### src/sv/multi_channel_offline_detector_assert.svh
// Assertion helpers for the detector RTL.
`ifndef MULTI_CHANNEL_OFFLINE_DETECTOR_ASSERT_SVH
`define MULTI_CHANNEL_OFFLINE_DETECTOR_ASSERT_SVH

// Same-cycle implication, disabled while reset is asserted.
`define MCOD_ASSERT_IMPL(label, clk, rstn, ante, cons, msg) \
    label: assert property (@(posedge clk) disable iff (!rstn) (ante) |-> (cons)) \
        else $error(msg);

// Next-cycle implication, disabled while reset is asserted.
`define MCOD_ASSERT_NEXT(label, clk, rstn, ante, cons, msg) \
    label: assert property (@(posedge clk) disable iff (!rstn) (ante) |=> (cons)) \
        else $error(msg);

`endif

### src/sv/mcod_pkg.sv
package mcod_pkg;

    localparam int TIME_W      = 32;
    localparam int LANE_MAX    = 8;
    localparam int THR_W       = 8;
    localparam int BLINK_W     = 5;
    localparam int CHAN_W      = 3;
    localparam int CFG_IDX_W   = 2;
    localparam int CFG_DATA_W  = 64;

    localparam int CHANNELS_DEF    = 8;
    localparam int BLINK_SCANS_DEF = 30;

    localparam logic [CFG_IDX_W-1:0] REG_OFFLINE = 2'd0;
    localparam logic [CFG_IDX_W-1:0] REG_SETTLE  = 2'd1;
    localparam logic [CFG_IDX_W-1:0] REG_ENABLE  = 2'd2;
    localparam logic [CFG_IDX_W-1:0] REG_PERIOD  = 2'd3;

    localparam logic [63:0] RST_OFFLINE = 64'd723401728380240414;
    localparam logic [63:0] RST_SETTLE  = 64'd723401728380306216;
    localparam logic [7:0]  RST_ENABLE  = 8'd247;
    localparam logic [7:0]  RST_PERIOD  = 8'd10;

    localparam logic REQ_TICK = 1'b0;
    localparam logic REQ_BEAT = 1'b1;

    // What the current beat does to the channel lanes and the display.
    typedef struct packed {
        logic              commit;
        logic              scan;
        logic              beat;
        logic [CHAN_W-1:0] chan;
        logic [TIME_W-1:0] now;
    } event_t;

    typedef struct packed {
        logic [LANE_MAX-1:0] flow;
        logic                red;
        logic                buzzer;
    } disp_t;

endpackage

### src/sv/mcod_lane.sv
module mcod_lane #(
    parameter int INDEX = 0
) (
    input  logic                       clk,
    input  logic                       rst_n,
    input  mcod_pkg::event_t           ev,
    input  logic                       enable,
    input  logic [mcod_pkg::THR_W-1:0] limit,
    input  logic [mcod_pkg::THR_W-1:0] settle,
    output logic                       lost_next
);

    logic [mcod_pkg::TIME_W-1:0] last_heard_reg;
    logic [mcod_pkg::TIME_W-1:0] online_since_reg;
    logic                        lost_reg;
    logic [mcod_pkg::TIME_W-1:0] age_settle;
    logic [mcod_pkg::TIME_W-1:0] age_heard;
    logic                        hit;

    assign hit        = ev.beat && (ev.chan == mcod_pkg::CHAN_W'(INDEX));
    assign age_settle = ev.now - online_since_reg;
    assign age_heard  = ev.now - last_heard_reg;

    always_comb
    begin
        priority if (hit)
        begin
            lost_next = 1'b0;
        end
        else if (ev.scan && enable)
        begin
            // A channel inside its settle window counts as present.
            if (age_settle < mcod_pkg::TIME_W'(settle))
                lost_next = 1'b0;
            else
                lost_next = age_heard > mcod_pkg::TIME_W'(limit);
        end
        else
        begin
            lost_next = lost_reg;
        end
    end

    always_ff @(posedge clk or negedge rst_n)
    begin
        if (!rst_n)
        begin
            last_heard_reg   <= '0;
            online_since_reg <= '0;
            lost_reg         <= 1'b1;
        end
        else if (ev.commit)
        begin
            lost_reg <= lost_next;
            if (hit)
            begin
                last_heard_reg <= ev.now;
                if (lost_reg)
                    online_since_reg <= ev.now;
            end
        end
    end

endmodule

### src/sv/mcod_display.sv
module mcod_display #(
    parameter int BLINK_SCANS = mcod_pkg::BLINK_SCANS_DEF
) (
    input  logic                          clk,
    input  logic                          rst_n,
    input  mcod_pkg::event_t              ev,
    input  logic [mcod_pkg::LANE_MAX-1:0] enable,
    input  logic [mcod_pkg::LANE_MAX-1:0] lost,
    output mcod_pkg::disp_t               disp_next
);

    mcod_pkg::disp_t              disp_reg;
    logic [mcod_pkg::BLINK_W-1:0] blink_reg;
    logic [mcod_pkg::BLINK_W-1:0] blink_next;
    logic [mcod_pkg::BLINK_W-1:0] blink_inc;
    logic [mcod_pkg::LANE_MAX-1:0] fault;
    logic                          err;
    logic                          wrap;

    assign fault     = enable & lost;
    assign err       = |fault;
    assign blink_inc = blink_reg + mcod_pkg::BLINK_W'(1);
    assign wrap      = blink_inc == mcod_pkg::BLINK_W'(BLINK_SCANS);

    always_comb
    begin
        disp_next  = disp_reg;
        blink_next = blink_reg;
        if (ev.scan)
        begin
            disp_next.flow   = ~fault;
            disp_next.buzzer = err;
            blink_next       = blink_inc;
            if (wrap)
            begin
                // The red LED blinks while an error persists and goes dark otherwise.
                disp_next.red = err ? ~disp_reg.red : 1'b0;
                blink_next    = '0;
            end
        end
    end

    always_ff @(posedge clk or negedge rst_n)
    begin
        if (!rst_n)
        begin
            disp_reg  <= '0;
            blink_reg <= '0;
        end
        else if (ev.commit)
        begin
            disp_reg  <= disp_next;
            blink_reg <= blink_next;
        end
    end

endmodule

### src/sv/multi_channel_offline_detector.sv
// A request beat is registered in the request stage, then processed into the
// response register once that register is free or being drained. Throughput: one
// beat per cycle unless rsp_ready holds it back; the state update and all channel
// compares for a beat fit in the single stage between the request and response registers.
// Reset (rst_n, asynchronous, active low) restores the default thresholds, sets
// every lost flag, and clears the time, timestamps, divider and display.
`include "multi_channel_offline_detector_assert.svh"

module multi_channel_offline_detector #(
    parameter int CHANNELS    = mcod_pkg::CHANNELS_DEF,
    parameter int BLINK_SCANS = mcod_pkg::BLINK_SCANS_DEF
) (
    input  logic                            clk,
    input  logic                            rst_n,
    input  logic                            cfg_wr_en,
    input  logic [mcod_pkg::CFG_IDX_W-1:0]  cfg_index,
    input  logic [mcod_pkg::CFG_DATA_W-1:0] cfg_data,
    input  logic                            req_valid,
    output logic                            req_ready,
    input  logic                            req_type,
    input  logic [mcod_pkg::CHAN_W-1:0]     channel,
    output logic                            rsp_valid,
    input  logic                            rsp_ready,
    output logic [mcod_pkg::LANE_MAX-1:0]   lost_mask,
    output logic [mcod_pkg::LANE_MAX-1:0]   flow_leds,
    output logic                            red_led,
    output logic                            buzzer,
    output logic                            scan_done
);

    // Channels beyond eight have no enable bit and never show, so they need no lane.
    localparam int LANES = (CHANNELS < mcod_pkg::LANE_MAX) ? CHANNELS : mcod_pkg::LANE_MAX;

    logic [63:0] offline_reg;
    logic [63:0] settle_reg;
    logic [7:0]  enable_reg;
    logic [7:0]  period_reg;

    logic                        in_valid_reg;
    logic                        in_type_reg;
    logic [mcod_pkg::CHAN_W-1:0] in_chan_reg;

    logic [mcod_pkg::TIME_W-1:0] time_reg;
    logic [mcod_pkg::TIME_W-1:0] time_next;
    logic [7:0]                  div_reg;
    logic [7:0]                  div_next;
    logic [7:0]                  div_inc;

    logic                        advance;
    logic                        tick;
    logic                        scan;
    mcod_pkg::event_t            ev;
    logic [LANES-1:0]            lost_lane;
    logic [mcod_pkg::LANE_MAX-1:0] lost_all;
    mcod_pkg::disp_t             disp_next;

    logic                          rsp_valid_reg;
    logic [mcod_pkg::LANE_MAX-1:0] lost_mask_reg;
    logic [mcod_pkg::LANE_MAX-1:0] flow_leds_reg;
    logic                          red_led_reg;
    logic                          buzzer_reg;
    logic                          scan_done_reg;

    // Configuration registers.
    always_ff @(posedge clk or negedge rst_n)
    begin
        if (!rst_n)
        begin
            offline_reg <= mcod_pkg::RST_OFFLINE;
            settle_reg  <= mcod_pkg::RST_SETTLE;
            enable_reg  <= mcod_pkg::RST_ENABLE;
            period_reg  <= mcod_pkg::RST_PERIOD;
        end
        else if (cfg_wr_en)
        begin
            unique case (cfg_index)
                mcod_pkg::REG_OFFLINE: offline_reg <= cfg_data;
                mcod_pkg::REG_SETTLE:  settle_reg  <= cfg_data;
                mcod_pkg::REG_ENABLE:  enable_reg  <= cfg_data[7:0];
                mcod_pkg::REG_PERIOD:  period_reg  <= cfg_data[7:0];
                default: ;
            endcase
        end
    end

    // The request stage moves on whenever the response register is free or being drained.
    assign advance   = in_valid_reg && (!rsp_valid_reg || rsp_ready);
    assign req_ready = !in_valid_reg || advance;

    always_ff @(posedge clk or negedge rst_n)
    begin
        if (!rst_n)
            in_valid_reg <= 1'b0;
        else if (req_ready)
            in_valid_reg <= req_valid;
    end

    always_ff @(posedge clk)
    begin
        if (req_valid && req_ready)
        begin
            in_type_reg <= req_type;
            in_chan_reg <= channel;
        end
    end

    // Tick counter and scan divider. A period of zero scans on every tick.
    assign tick      = in_type_reg == mcod_pkg::REQ_TICK;
    assign time_next = tick ? time_reg + mcod_pkg::TIME_W'(1) : time_reg;
    assign div_inc   = div_reg + 8'd1;
    assign scan      = tick && (div_inc >= period_reg);
    assign div_next  = tick ? (scan ? 8'd0 : div_inc) : div_reg;

    always_ff @(posedge clk or negedge rst_n)
    begin
        if (!rst_n)
        begin
            time_reg <= '0;
            div_reg  <= '0;
        end
        else if (advance)
        begin
            time_reg <= time_next;
            div_reg  <= div_next;
        end
    end

    always_comb
    begin
        ev.commit = advance;
        ev.scan   = scan;
        ev.beat   = in_type_reg == mcod_pkg::REQ_BEAT;
        ev.chan   = in_chan_reg;
        ev.now    = time_next;
    end

    for (genvar i = 0; i < LANES; i++)
    begin : g_lane
        mcod_lane #(
            .INDEX (i)
        ) u_lane (
            .clk       (clk),
            .rst_n     (rst_n),
            .ev        (ev),
            .enable    (enable_reg[i]),
            .limit     (offline_reg[8*i +: 8]),
            .settle    (settle_reg[8*i +: 8]),
            .lost_next (lost_lane[i])
        );
    end

    assign lost_all = mcod_pkg::LANE_MAX'(lost_lane);

    mcod_display #(
        .BLINK_SCANS (BLINK_SCANS)
    ) u_display (
        .clk       (clk),
        .rst_n     (rst_n),
        .ev        (ev),
        .enable    (enable_reg),
        .lost      (lost_all),
        .disp_next (disp_next)
    );

    // Response register.
    always_ff @(posedge clk or negedge rst_n)
    begin
        if (!rst_n)
            rsp_valid_reg <= 1'b0;
        else if (advance)
            rsp_valid_reg <= 1'b1;
        else if (rsp_ready)
            rsp_valid_reg <= 1'b0;
    end

    always_ff @(posedge clk)
    begin
        if (advance)
        begin
            lost_mask_reg <= lost_all;
            flow_leds_reg <= disp_next.flow;
            red_led_reg   <= disp_next.red;
            buzzer_reg    <= disp_next.buzzer;
            scan_done_reg <= scan;
        end
    end

    assign rsp_valid = rsp_valid_reg;
    assign lost_mask = lost_mask_reg;
    assign flow_leds = flow_leds_reg;
    assign red_led   = red_led_reg;
    assign buzzer    = buzzer_reg;
    assign scan_done = scan_done_reg;

    `MCOD_ASSERT_IMPL(a_scan_buzzer, clk, rst_n, rsp_valid && scan_done,
        buzzer == (flow_leds != 8'hFF), "buzzer disagrees with flow LEDs after a scan")
    `MCOD_ASSERT_NEXT(a_time_hold, clk, rst_n, !(advance && tick), $stable(time_reg),
        "tick counter moved without a tick beat")
    `MCOD_ASSERT_NEXT(a_rsp_load, clk, rst_n, advance, rsp_valid,
        "processed beat produced no response")

endmodule

### config.mk
export PLATFORM = sky130hd
export DESIGN_NAME = multi_channel_offline_detector
export DESIGN_NICKNAME = d
export VERILOG_FILES = /design/src/sv/mcod_pkg.sv /design/src/sv/mcod_lane.sv /design/src/sv/mcod_display.sv /design/src/sv/multi_channel_offline_detector.sv
export VERILOG_INCLUDE_DIRS = /design/src /design/src/sv
export SDC_FILE = /design/constraint.sdc
export NUM_CORES = 2
export LEC_CHECK = 0
export BUFFER_PORTS_ARGS = -buffer_cell sky130_fd_sc_hd__buf_2
export CORE_MARGIN = 2
export CORE_UTILIZATION = 55
export CTS_BUF_LIST = sky130_fd_sc_hd__clkbuf_8
export DETAILED_ROUTE_END_ITERATION = 10
export PLACE_DENSITY = 0.71
export SLEW_MARGIN = 10
export SYNTH_ARGS = -nofsm -noshare
export SYNTH_HDL_FRONTEND = slang
export SYNTH_SLANG_ARGS = --single-unit
export TNS_END_PERCENT = 20
### constraint.sdc
create_clock -name clk -period 12.57 [get_ports clk]
set_clock_uncertainty 0.15 [all_clocks]
set_input_delay 2.514 -clock clk [delete_from_list [all_inputs] [get_ports clk]]
set_output_delay 2.514 -clock clk [all_outputs]
set_load 0.005 [all_outputs]
After elaboration in Yosys (flattened, before gate mapping)
Index checks and enable logic that the tools add are counted.

Register bits after elaboration: 744. Input bits: 75. Output and inout bits: 21. Logic and storage cells: 175.

$add $sub $neg: 19. Order comparisons: 17. Eq/ne operators: 11. Multiplexer cells: 32. Bitwise logic cells: 4. Reduce and logical (&&, ||, !) cells: 49.

Operator list (count): 32-bit subtractor (16); 32-bit by 8-bit > comparator with 1-bit output (8); 32-bit by 8-bit less-than comparator with 1-bit output (8); 32-bit by 1-bit adder with 32-bit output (second input constant) (1); 32-bit 2-to-1 mux (1); 1-bit 2-to-1 mux (28); 2-bit AND reduction (14); 3-bit AND reduction (8); 1-bit logical AND (19); 3-bit equality test (second input constant) (4); 10-bit 2-to-1 mux (1); 8-bit by 1-bit adder with 8-bit output (second input constant) (1); 8-bit AND (1); 8-bit greater-or-equal comparator (1); 8-bit 2-to-1 mux (1); 8-bit NOT (1); 8-bit OR reduction (1); 3-bit by 2-bit equality test with 1-bit output (second input constant) (2); 5-bit by 1-bit adder with 5-bit output (second input constant) (1); 5-bit equality test (second input constant) (1); 5-bit 2-to-1 mux (1); 2-bit equality test (second input constant) (2); 3-bit by 1-bit equality test with 1-bit output (second input constant) (1); 3-bit zero test (1); 6 further kinds (9).

Longest topological paths before layout
Depth after elaboration: 12. Mapped depth: 28. Mapped depth without buffers: 26.

Modules after synthesis
Synthesis repeated with hierarchy kept, for this count alone.

Cell total of the unflattened synthesis: 7632. Area, all modules: 65791.8 um^2.

By module, submodules not included: mcod_lane (g_lane[3].u_lane ...) (instances 3, cells an instance 870, area each 7078.0 um^2, seq. area each 1627.8 um^2); multi_channel_offline_detector (instances 1, cells an instance 619, area each 8805.9 um^2, seq. area each 5396.4 um^2); mcod_lane (g_lane[1].u_lane) (instances 1, cells an instance 879, area each 7113.1 um^2, seq. area each 1627.8 um^2); mcod_lane (g_lane[0].u_lane) (instances 1, cells an instance 870, area each 7076.8 um^2, seq. area each 1627.8 um^2); mcod_lane (g_lane[4].u_lane) (instances 1, cells an instance 871, area each 7076.8 um^2, seq. area each 1627.8 um^2); mcod_lane (g_lane[7].u_lane) (instances 1, cells an instance 876, area each 6881.6 um^2, seq. area each 1627.8 um^2); mcod_lane (g_lane[2].u_lane) (instances 1, cells an instance 795, area each 6676.4 um^2, seq. area each 1627.8 um^2); mcod_display (instances 1, cells an instance 112, area each 927.1 um^2, seq. area each 375.4 um^2).

Worst setup path after synthesis
No wires, ideal clock.

Path kind: flip-flop to flip-flop. From: register in_type_reg. To: register red_led_reg (netlist: red_led), data pin. Library setup time: 0.275 ns. Data arrival time: 6.982 ns. Required time: 12.145 ns. Path slack: 5.163 ns. Stages on the path, launching flop included: 24. Buffers on the path: 2. Period minus slack after synthesis: 7.407 ns. Cell sequence: edfxtp_1 -> clkbuf_1 -> mux2i_1 -> inv_1 -> clkbuf_1 -> ha_1 -> nand2b_1 -> a21oi_1 -> nor2_1 -> o21bai_1 -> a21oi_1 -> xnor2_1 -> ha_1 -> a221oi_1 -> o221ai_1 -> or4b_2 -> nor3_1 -> nand3_1 -> or4_1 -> nor4_1 -> nand4_1 -> and3_2 -> a211oi_2 -> a41oi_1.

RTL lines: start, declared (line multi_channel_offline_detector.sv:40) `logic in_type_reg;`; start signal, assigned (line multi_channel_offline_detector.sv:102) `in_type_reg <= req_type;`; end signal, assigned (line multi_channel_offline_detector.sv:182) `red_led_reg <= disp_next.red;`; end, declared (line multi_channel_offline_detector.sv:60) `logic red_led_reg;`.

==> flow_summary.yaml <==
job:
  maxCapViolations: 0
layout:
  multi_input_area_um2: 40200
  fillers: 10648
  final_area_um2: 68200
  layout.nets: 8727
  seq_area_um2: 18800
  syn_to_final_growth_pct: 8.26
  drive_gt1_frac: 0.0826
logic_synthesis:
  ys_ff_latch: 744
  syn_area_per_cell_um2: 7.84
  synth_simple_gate_area_frac: 0.185
  ys_seq_area_frac: 0.298
  synth_edf_count: 23
  yosysWarnings: 0
  synthAdderAreaFrac: 0.130
  syn-cell-area_um2: 63000
  syn_nets: 8746
  ys.flop_type: "dfrtp_1"
  synth_mux_area_frac: 0.0270
  synth_cell_types: 105
  async_flop_share: 0.969
  synth_top_family_by_area: "compound AO/OA/AOI/OAI gates"
  syn_inst: 8027
  synth_compound_area_frac: 0.239
  yosys.area_share.xor_xnor: 0.0525
grt:
  grt.overflow.total: 0
  use_met3: 0.0753
  grt_max_degree: 162
  grt_pass1_wl_um: 333000
  gr-usage-met1: 0.500
  groute.layer.met2.usage: 0.555
  antenna_found_initial: 19
  top_usage_layer: "met2"
  groute.usage.overall: 0.371
  grt_pass1_vias: 55998
die:
  dieArea_um2: 117000
  core_um2: 114000
  initial_core_util: 0.553
  rows: 124
  fp.dieW_um: 342
  pin_count: 96
  die_height_um: 342
worst_setup_path:
  rrSetupSlack_ns: 4.28
  crit_cells: 21
  cp_max_fo: 11
  crit_start: "in_type_reg"
  max_stage_delay_ns: 1.02
  cp_slowest_cell: "nor4_1"
  start_kind: "register"
  path_cells: "nor2b_1 > nand3_1 > nor2_1 > and3_1 > and4_1 > nand3_1 > xor2_2 > inv_1 > buf_4 > ha_1 > a21oi_1 > o21a_1 > o221ai_1 > a2111oi_0 > o2111ai_1 > nor4_1 > nand4_1 > nor4_1 > o31ai_1 > a211oi_2 > a41oi_1"
  worst-path-buf-inv: 2
  r2r_end: "red_led"
  worst_ep_arrival_time_ns: 8.79
  r2r_cells: 21
  crit_family: "simple AND/OR/NAND/NOR gates"
  crit_end: "red_led"
  worstSetupEndpointType: "register"
  path_class: "reg2reg"
  cp.required_ns: 13.06
  regToRegStartpoint: "in_type_reg"
timing:
  max_freq_mhz: 121
  min_period_ns: 8.29
  tightest_slew_ns: 1.27
  grt_setup_unrepaired: "false"
  fin_crit_sh: 0.660
  finalHoldViolations: 0
  setup_viol: 0
  maxSlewHeadroom: 0.156
  slew_violations: 0
  setup_tns_ns: 0
  holdWs_ns: 0.325
hold_path:
  min_path_type: "reg2reg"
detailed_routing:
  drc: 0
  wl_um: 220000
  vias: 59943
  drt-initial-drc-count: 5718
  wl_per_cell_um: 22.8
  drtPass1Iterations: 7
  ant_nets: 0
  vias_per_cell: 6.21
clocking:
  cts_hold_buf: 0
  path_clk_slew_ns: 0.07
  clk_latency_ns: 0.91
  clock-sinks: 744
  cts_tree: "done"
  htreeDepth: 4
  cts-buffers-inserted: 140
  ctsResizeCount: 0
  max-clock-path-buffers: 3
  postCtsSetupBuffers: 0
  cts_root_buf: "clkbuf_8"
placement:
  numPortBuffers: 95
  hpwlAfterDp_um: 154000
  gp_congestion: 0.990
  place_area_um2: 65000
power:
  vdd_drop_max_mv: 0.170
  leakage_nw: 33.2
  power_density_nw_per_um2: 194
  power_mw: 13.2
run_status:
  status: "finished, final reports clean"
==> cells in the final DEF, fill, tap and decap left out, types with 22 or more instances in the layout <==
cell type	netlist	routed
a2111oi_0	33	33
a211oi_1	54	54
a21boi_0	26	26
a21o_1	164	164
a21oi_1	703	703
a221oi_1	25	25
a31oi_1	81	81
and2_1	43	43
and3_1	61	61
buf_2	5	94
buf_4	2	85
clkbuf_8	0	176
dfrtp_1	672	672
dfstp_2	49	49
edfxtp_1	23	23
ha_1	628	628
inv_1	778	811
mux2_2	104	104
mux2i_1	53	52
nand2_1	1061	1056
nand2b_1	80	79
nand3_1	181	176
nand3b_1	22	22
nand4_1	166	166
nor2_1	534	532
nor2b_1	58	58
nor3_1	93	93
nor4_1	49	49
o2111ai_1	42	42
o211ai_1	84	84
o21a_1	112	112
o21ai_0	846	846
o21bai_1	41	41
o31ai_1	39	39
or3_1	39	37
xnor2_1	245	230
xor2_1	119	105
==> worst min-delay path by stage <==
stage	start	slack (ns)	cells after the start	end
3_3_place_gp	u_display.disp_reg[9]	0.31	2	u_display.disp_reg[9]
6_report	g_lane[5].u_lane.last_heard_reg[28]	0.33	2	g_lane[5].u_lane.last_heard_reg[28]
4_1_cts	u_display.disp_reg[9]	0.33	2	u_display.disp_reg[9]
3_5_place_dp	u_display.disp_reg[3]	0.31	2	u_display.disp_reg[3]
2_1_floorplan	u_display.disp_reg[9]	0.30	2	u_display.disp_reg[9]
5_1_grt	g_lane[2].u_lane.last_heard_reg[30]	0.35	2	g_lane[2].u_lane.last_heard_reg[30]
==> cells in the mapped netlist, types with 18 or more instances <==
cell type	count	area (um^2)
nand2_1	1061	3980
o21ai_0	846	4230
inv_1	778	2920
a21oi_1	703	3520
dfrtp_1	672	16800
ha_1	628	7860
nor2_1	534	2000
clkbuf_1	329	1230
xnor2_1	245	2150
nand3_1	181	906
nand4_1	166	1040
a21o_1	164	1230
xor2_1	119	1040
o21a_1	112	841
mux2_2	104	1170
nor3_1	93	465
o211ai_1	84	631
a31oi_1	81	507
nand2b_1	80	500
and3_1	61	382
nor2b_1	58	363
a211oi_1	54	405
mux2i_1	53	531
dfstp_2	49	1290
nor4_1	49	307
and2_1	43	269
o2111ai_1	42	368
o21bai_1	41	308
o31ai_1	39	293
or3_1	39	244
a2111oi_0	33	289
a21boi_0	26	195
a221oi_1	25	219
edfxtp_1	23	691
nand3b_1	22	165
and4_1	20	175
o22ai_1	20	125
nor3b_1	19	143
o221ai_1	19	166
or4_1	18	135
==> cell families after synthesis <==
family                     after synthesis
and+or+nand+nor                       2513
AOI/OAI and AO/OA                     2476
buffers and inverters                 1123
DFF                                    744
adders and majority gates              644
xor gates and xnor gates               370
muxes                                  157
==> routing by layer <==
layer  share of wire  wire, um
met4           0.062     13600
met5               0         0
met3           0.087     19200
met1            0.43     94000
met2            0.42     93500
==> metrics by stage <==
step           utilization  setup slack (ns)  instances
3_3_place_gp         0.571              4.62       9378
3_5_place_dp         0.571              4.50       9378
4_1_cts              0.598              4.47       9638
2_1_floorplan            -              5.16       8027
5_1_grt              0.598              4.01       9640
6_report             0.599              4.28       9648
==> worst reg2reg max path, stage by stage (launching register included) <==
cell and delay [ns]:
edfxtp_1 0.63, nor2b_1 0.38, nand3_1 0.28, nor2_1 0.33
and3_1 0.31, and4_1 0.34, nand3_1 0.19, xor2_2 0.19
inv_1 0.63, buf_4 0.50, ha_1 0.41, a21oi_1 0.37
o21a_1 0.21, o221ai_1 0.14, a2111oi_0 0.60, o2111ai_1 0.19
nor4_1 0.30, nand4_1 0.13, nor4_1 1.02, o31ai_1 0.20
a211oi_2 0.37, a41oi_1 0.16
==> final cells by class <==
type                    instances  share of cell area
diodes                         10            0.000367
clock buffers                 176              0.0355
clock inverters                84              0.0102
well taps                    1512              0.0278
multi-input cells            6160               0.590
repair buffers                183              0.0174
inverters                     779              0.0429
flip-flops and latches        744               0.276
==> where the power goes <==
group          leakage (nW)  switching (mW)  internal (mW)
clock network          1.73            1.17           1.50
logic                  21.9            4.34           3.26
registers              9.63           0.214           2.74
total                  33.2            5.72           7.50
Power figures use the tool's default switching activity.
